<file path="config.mk">
export PLATFORM = sky130hd
export DESIGN_NAME = vnr_sqrt
export DESIGN_NICKNAME = d
export VERILOG_FILES = /design/src/vector_normalize_to_radius_defines.svh /design/src/vnr_pkg.sv /design/src/vnr_sqrt.sv
export SDC_FILE = /design/constraint.sdc
export NUM_CORES = 2
export LEC_CHECK = 0
export ABC_AREA = 1
export BUFFER_PORTS_ARGS = -buffer_cell sky130_fd_sc_hd__buf_4
export CORE_MARGIN = 2
export CORE_UTILIZATION = 25
export CTS_CLUSTER_DIAMETER = 30
export DETAILED_ROUTE_END_ITERATION = 10
export PLACE_DENSITY_LB_ADDON = 0.1
export SETUP_SLACK_MARGIN = 0.4
export SLEW_MARGIN = 20
export SYNTH_ARGS = -nofsm -noshare
export SYNTH_HDL_FRONTEND = slang
export SYNTH_SLANG_ARGS = --single-unit
export TNS_END_PERCENT = 5
</file>
<file path="constraint.sdc">
create_clock -name clk -period 3.75 [get_ports clk]
set_input_delay 0.5625 -clock clk [delete_from_list [all_inputs] [get_ports clk]]
set_output_delay 0.5625 -clock clk [all_outputs]
set_load 0.01 [all_outputs]
</file>
<file path="src/vector_normalize_to_radius_defines.svh">
// Assertion macros for the vector normalizer.
// Each macro expects clk and rst_n in scope.
`ifndef VECTOR_NORMALIZE_TO_RADIUS_DEFINES_SVH
`define VECTOR_NORMALIZE_TO_RADIUS_DEFINES_SVH

// Condition a implies condition b in the same cycle.
`define VNR_ASSERT_IMPLIES(lbl, a, b, msg) \
  lbl: assert property (@(posedge clk) disable iff (!rst_n) (a) |-> (b)) else $error(msg);

// Condition c holds at every edge out of reset.
`define VNR_ASSERT_ALWAYS(lbl, c, msg) \
  lbl: assert property (@(posedge clk) disable iff (!rst_n) (c)) else $error(msg);

`endif

</file>
<file path="src/vnr_pkg.sv">
`timescale 1ns / 1ps
// ----------------------------------------------------------------------------
// vnr_pkg: shared types and step functions
// Word types, pipeline sideband, and the square-root and divide steps.
// ----------------------------------------------------------------------------
package vnr_pkg;

  localparam int RADIUS_W    = 31;
  localparam int SQRT_STAGES = 16;  // two root bits per stage
  localparam int DIV_STAGES  = 16;  // two quotient bits per stage
  localparam int LATENCY     = 3 + SQRT_STAGES + 1 + DIV_STAGES + 1;

  typedef struct packed {
    logic signed [31:0] in_x;
    logic signed [31:0] in_y;
    logic signed [31:0] in_z;
  } in_word_t;

  typedef struct packed {
    logic signed [31:0] out_x;
    logic signed [31:0] out_y;
    logic signed [31:0] out_z;
    logic               zero_length;
  } out_word_t;

  // Sideband that rides along with each vector.
  typedef struct packed {
    logic [2:0]       neg;
    logic [2:0][31:0] mag;
    logic             zero;
  } vec_meta_t;

  typedef struct packed {
    logic [34:0] rem;
    logic [31:0] root;
  } sqrt_acc_t;

  typedef struct packed {
    logic [31:0] r;
    logic [31:0] n;  // dividend bits out at top, quotient bits in at bottom
  } div_acc_t;

  // One restoring square-root step on the next two radicand bits.
  function automatic sqrt_acc_t sqrt_step(sqrt_acc_t a, logic [1:0] pair);
    logic [34:0] rem_s;
    logic [34:0] trial;
    sqrt_acc_t   res;
    rem_s = {a.rem[32:0], pair};
    trial = {1'b0, a.root, 2'b01};
    if (rem_s >= trial) begin
      res.rem  = rem_s - trial;
      res.root = {a.root[30:0], 1'b1};
    end else begin
      res.rem  = rem_s;
      res.root = {a.root[30:0], 1'b0};
    end
    return res;
  endfunction

  // One restoring divide step; r stays below d when it starts below d.
  function automatic div_acc_t div_step(div_acc_t a, logic [31:0] d);
    logic [32:0] t;
    div_acc_t    res;
    t = {a.r, a.n[31]};
    if (t >= {1'b0, d}) begin
      res.r = 32'(t - {1'b0, d});
      res.n = {a.n[30:0], 1'b1};
    end else begin
      res.r = t[31:0];
      res.n = {a.n[30:0], 1'b0};
    end
    return res;
  endfunction

endpackage

</file>
<file path="src/vnr_sqrt.sv">
`timescale 1ns / 1ps
// ----------------------------------------------------------------------------
// vnr_sqrt: pipelined floor square root
// Restoring digit-by-digit root of a 64-bit value, two bits per stage.
// ----------------------------------------------------------------------------
module vnr_sqrt (
  input  logic               clk,
  input  logic               rst_n,
  input  logic               sum_valid,
  input  logic [63:0]        sum,
  input  vnr_pkg::vec_meta_t sum_meta,
  output logic               root_valid,
  output logic [31:0]        root,
  output vnr_pkg::vec_meta_t root_meta
);

  localparam int N = vnr_pkg::SQRT_STAGES;

  logic               v_r   [N+1];
  vnr_pkg::sqrt_acc_t acc_r [N+1];
  logic [63:0]        rad_r [N+1];  // radicand bits not yet consumed
  vnr_pkg::vec_meta_t meta_r[N+1];

  assign v_r[0]    = sum_valid;
  assign acc_r[0]  = '0;
  assign rad_r[0]  = sum;
  assign meta_r[0] = sum_meta;

  for (genvar g = 0; g < N; g++) begin : g_stage
    vnr_pkg::sqrt_acc_t acc_nxt;

    // Two root bits per stage
    always_comb begin
      acc_nxt = vnr_pkg::sqrt_step(acc_r[g], rad_r[g][63:62]);
      acc_nxt = vnr_pkg::sqrt_step(acc_nxt, rad_r[g][61:60]);
    end

    always_ff @(posedge clk) begin
      if (!rst_n) begin
        v_r[g+1] <= 1'b0;
      end else begin
        v_r[g+1] <= v_r[g];
      end
    end

    always_ff @(posedge clk) begin
      acc_r[g+1]  <= acc_nxt;
      rad_r[g+1]  <= {rad_r[g][59:0], 4'b0000};
      meta_r[g+1] <= meta_r[g];
    end
  end

  assign root_valid = v_r[N];
  assign root       = acc_r[N].root;
  assign root_meta  = meta_r[N];

endmodule

</file>
=== Yosys cells after proc, flatten, opt, wreduce, memory -nomap -nowiden ===
Index checks and enable logic that the tools add are counted.

* Output and inout bits: 133
* Bits in registers: 3103
* Input bits: 167

* $add $sub $neg: 31
* Multiplexer cells: 32
* Order comparisons: 32

{| class="wikitable"
|+ Operator list
! kind !! count
|-
| $mux 65 || 31
|-
| $ge 35x34->1 || 31
|-
| $sub 33x33->33 || 30
|-
| $sub 2x1->3 const B || 1
|-
| $ge 2x1->1 const B || 1
|-
| $mux 1 || 1
|}

=== Longest topological paths before layout ===
* Depth in word-level cells: 4
* Mapped depth: 34
* Gate-level depth less buffers: 34

=== Worst setup path after synthesis ===
OpenSTA, ideal clock, no wires.

* Path type: register to register
* Start point: reg acc_r[354] in the netlist's numbering
* End point: reg acc_r[305] in the netlist's numbering
* Required time: 3628 ps
* Slack: -323 ps
* Data arrival time: 3951 ps
* Stages on the path, launching flop included: 31
* Period minus slack after synthesis: 4073 ps
* Setup time: 122 ps
* Cell sequence: dfxtp_1 -> inv_1 -> ha_1 -> nand2_1 -> nor2_1 -> nand2_1 -> nor2_1 -> nand3_1 -> and3_1 -> nand2_4 -> buf_4 -> clkinv_1 -> clkbuf_1 -> nand2_1 -> o21ai_0 -> ha_1 -> a21oi_1 -> inv_1 -> a21oi_1 -> inv_1 -> a21oi_1 -> inv_1 -> a21oi_1 -> o21ai_1 -> inv_1 -> nor2_1 -> nor2_2 -> nand3_2 -> inv_4 -> buf_4 -> o21ai_0

{| class="wikitable"
|+ RTL lines
! element !! RTL line !! RTL
|-
| start: declaration || vnr_sqrt.sv:20 || <nowiki>vnr_pkg::sqrt_acc_t acc_r [N+1];</nowiki>
|-
| start signal: indexed assignment || vnr_sqrt.sv:47 || <nowiki>acc_r[g+1] <= acc_nxt;</nowiki>
|}

==> flow_metrics.py <==
metrics = {
    "logic_synthesis": {
        "synth_top_area_cell": "dfxtp_1",
        "synthFlopType": "dfxtp_1",
        "yosys-top-cells-area": "dfxtp_1 (51%), nand2_1 (11%), ha_1 (6.2%)",
        "yosysSeqAreaShare_pct": 50.8,
        "synth_top_area_share_pct": 50.8,
        "synth.avg_cell_area_sq_um": 8.20,
        "syn_area_sq_mm": 0.112,
        "synth_seq_cells": 2839,
        "synth_most_common_cell": "nand2_1",
        "synthCells": 13700,
        "synth_edf_count": 0,
        "synth_cell_types": 72,
        "yosys_warnings": 0,
        "async_flop_share_pct": 0,
        "synth_common_cells": "nand2_1 (3351), dfxtp_1 (2839), inv_1 (1564)",
    },
    "timing": {
        "period_needed_ns": 4.20,
        "max_freq_ghz": 0.238,
        "fin_worst_skew_ns": 0.0555,
        "setup_viol": 435,
        "slew_headroom_pct": 45.9,
        "fin_ws_ns": -0.446,
        "slew_violations": 0,
        "hold_violations": 0,
        "rsz0062_at_grt": "true",
        "fin_crit_sh_pct": 112,
        "worst_pin_slew_ns": 0.810,
    },
    "worst_hold_path": {
        "whs_path_depth": 2,
        "holdPathEnd": "meta_r[1527]",
        "hold_class": "in2reg",
        "hold_start": "sum_meta[27]",
    },
    "detailed_routing": {
        "wl_met2_microns": 186000,
        "routed-wl-met3_microns": 14900,
        "drtPass1Iterations": 6,
        "first_iter_violations": 5182,
        "wirelength_met1_microns": 184000,
        "viasPerCell": 4.11,
        "wl_per_cell_microns": 15.8,
        "postRouteAntennaNets": 0,
        "wl_microns": 393000,
        "vias": 102000,
        "post-route-drc-count": 0,
        "highest_layer": "met4",
    },
    "pwr": {
        "power.share.combinational_pct": 29.0,
        "power_density_mw_per_mm2": 713,
        "swShare_pct": 31.0,
        "pwr-share-seq_pct": 27.7,
        "power.switching_mw": 40.1,
        "internal_power_mw": 89.3,
        "power.total_mw": 129,
        "cellLeakagePower_nw": 87.1,
        "vdd_drop_max_mv": 0.499,
        "power_frac_clock_pct": 43.2,
    },
    "global_route": {
        "grt_use_total_pct": 16.8,
        "grt_pass1_vias": 102000,
        "antenna_found_initial": 18,
        "grt_pass1_wl_microns": 592000,
        "overflow": 0,
        "grt_max_degree": 38,
    },
    "run_status": {
        "status": "finished with violations",
        "violations": "negative setup slack",
    },
    "final_layout": {
        "final_nets": 19100,
        "drive_gt1_share_pct": 36.5,
        "area_growth_syn_to_layout_pct": 62.0,
        "fin_area_sq_mm": 0.181,
        "layout.cells.non_filler": 24900,
    },
    "flow_run": {
        "max_cap_violations": 0,
    },
    "setup_path": {
        "reg2reg_depth": 29,
        "reg2reg_to": "acc_r[310]",
        "critical_path_class": "reg2reg",
        "cp-start-kind": "flop",
        "r2r-start": "acc_r[339]",
        "rrSetupSlack_ns": -0.45,
        "critPathSlowestCell": "dfxtp_2",
        "critPathRequiredTime_ns": 4.65,
        "end_kind": "flop",
        "crit_fanout": 5,
        "max_stage_delay_ns": 0.33,
        "worst_ep_arrival_time_ns": 5.10,
    },
    "clock_network": {
        "cts.clk_slew.worst_paths_ns": 0.05,
        "cts_htree_levels": 6,
        "clock_sinks": 2839,
        "cts_tree": "yes",
        "cts-root-buf": "clkbuf_16",
        "cts_buffer_depth": 4,
        "cts_made_buffers": 621,
        "clkLatencyLatePin_ns": 1.05,
    },
    "placement": {
        "dp_hpwl_microns": 317000,
        "dp.cells": 23300,
        "placed_area_sq_mm": 0.149,
        "io_buffers": 299,
        "place.gp.congestion": 0.884,
    },
    "floorplan": {
        "core_region_area_sq_mm": 0.446,
        "pin_count": 300,
        "initial_core_util_pct": 25.1,
        "dieWidth_microns": 673,
        "rows": 245,
        "chipHeight_microns": 673,
        "die_area_sq_mm": 0.453,
    },
}
flip-flops by register name, summed over array words and instances, names as in the netlist:
register,cells
acc_r,711
meta_r,1500
rad_r,480
root,32
root_meta,100
root_valid,1
v_r,15
metal layers:
| metal | up-vias | track usage (%) |
|---|---|---|
| li1 | 53600 | - |
| met1 | 46200 | 22.1 |
| met2 | 1743 | 28.9 |
| met3 | 505 | 2.27 |
| met4 | 0 | 4.25 |
| met5 | - | 0 |
how the worst max path moves through the flow:
| stage | start | endpoint | slack, ns | cells after the start |
|---|---|---|---|---|
| after global routing | acc_r[213] | acc_r[189] | -0.71 | 32 |
| after floorplan | acc_r[739] | acc_r[709] | 0.06 | 26 |
| after global placement | acc_r[268] | acc_r[257] | -1.60 | 25 |
| after CTS | acc_r[339] | acc_r[306] | -0.43 | 28 |
| final | acc_r[339] | acc_r[310] | -0.45 | 29 |
| after detailed placement | acc_r[268] | acc_r[257] | -1.52 | 25 |
cells by family after synthesis:
| group | Yosys count | share of synthesized area (%) |
|---|---|---|
| simple gates | 6092 | 23.0 |
| flops | 2839 | 50.8 |
| buf+inv | 1880 | 7.14 |
| compound gates | 1775 | 8.84 |
| fa+ha+maj | 556 | 6.21 |
| xor+xnor | 511 | 4.00 |
| other cells | 1 | 0.00335 |
| mux | 1 | 0.0101 |
power groups by stage:
stage               combinational (mW)  clock (mW)  sequential [mW]
floorplan                         16.5           0             35.2
global placement                  34.4           0             36.3
detailed placement                34.3           0             36.3
CTS                               36.4        57.6             35.9
global route                      41.4        59.3             36.2
finish                            37.5        55.9             35.9
per-stage QoR:
step / hold slack (ns) / TNS (ns) / util (%) / setup WS [ns]
global route: 0.0916 / -234.08 / 40.7 / -0.712
floorplan: 0.310 / 0 / - / 0.0560
global placement: 0.310 / -298.04 / 33.4 / -1.60
finish: 0.150 / -96.24 / 40.7 / -0.446
detailed placement: 0.312 / -292.35 / 33.4 / -1.52
CTS: 0.0305 / -117.50 / 39.9 / -0.426
critical path, delay by kind of cell (launching register included):
family | cells | cell delay [ns]
buf+inv | 10 | 1.12
simple gates | 9 | 1.05
flops | 1 | 0.33
fa+ha+maj | 2 | 0.55
compound gates | 7 | 0.75
xor+xnor | 1 | 0.22
cells in the final DEF, fill, tap and decap left out, types with 65 or more instances in the layout:
| cell type | synthesis | routed |
|---|---|---|
| xnor2_1 | 250 | 238 |
| dfxtp_1 | 2839 | 2679 |
| clkinv_2 | 0 | 81 |
| nor2_4 | 18 | 66 |
| dfxtp_2 | 0 | 125 |
| dlygate4sd3_1 | 0 | 169 |
| nor2_2 | 52 | 150 |
| clkinvlp_4 | 0 | 65 |
| o21ai_1 | 91 | 195 |
| o21ai_0 | 659 | 455 |
| clkbuf_8 | 0 | 85 |
| xor2_1 | 261 | 256 |
| clkbuf_16 | 0 | 634 |
| clkbuf_1 | 45 | 66 |
| inv_1 | 1564 | 1441 |
| nand2_1 | 3351 | 3120 |
| nand3_1 | 747 | 716 |
| inv_2 | 34 | 138 |
| nor2_1 | 1275 | 1129 |
| a21oi_1 | 677 | 517 |
| buf_4 | 161 | 4082 |
| nand2_2 | 46 | 224 |
| bufinv_16 | 0 | 77 |
| ha_4 | 0 | 221 |
| nand4_1 | 205 | 205 |
| a21oi_2 | 63 | 202 |
| nor3_1 | 180 | 152 |
| o21ai_2 | 27 | 112 |
| ha_1 | 556 | 332 |
layout make-up:
| type | count | area (sq um) |
|---|---|---|
| clock inverter | 370 | 5310 |
| fill | 45500 | 264000 |
| sequential | 2839 | 57100 |
| antenna | 7 | 17.5 |
| tap | 5928 | 7420 |
| timing repair inverter | 6 | 80.1 |
| inverter | 1610 | 6200 |
| clock buffer | 775 | 17000 |
| multi-input combinational | 8937 | 53500 |
| timing repair buffer | 4383 | 34700 |
repair_timing:
item,4_1_cts,5_1_grt
setup buffers,108,70
gates cloned,16,11
gates resized for setup,1043,652
hold buffers,169,0
pin swaps,215,197
setup endpoints to repair,477,477
endpoints found under the hold margin,185,0
(Power assumes the default switching activity.)
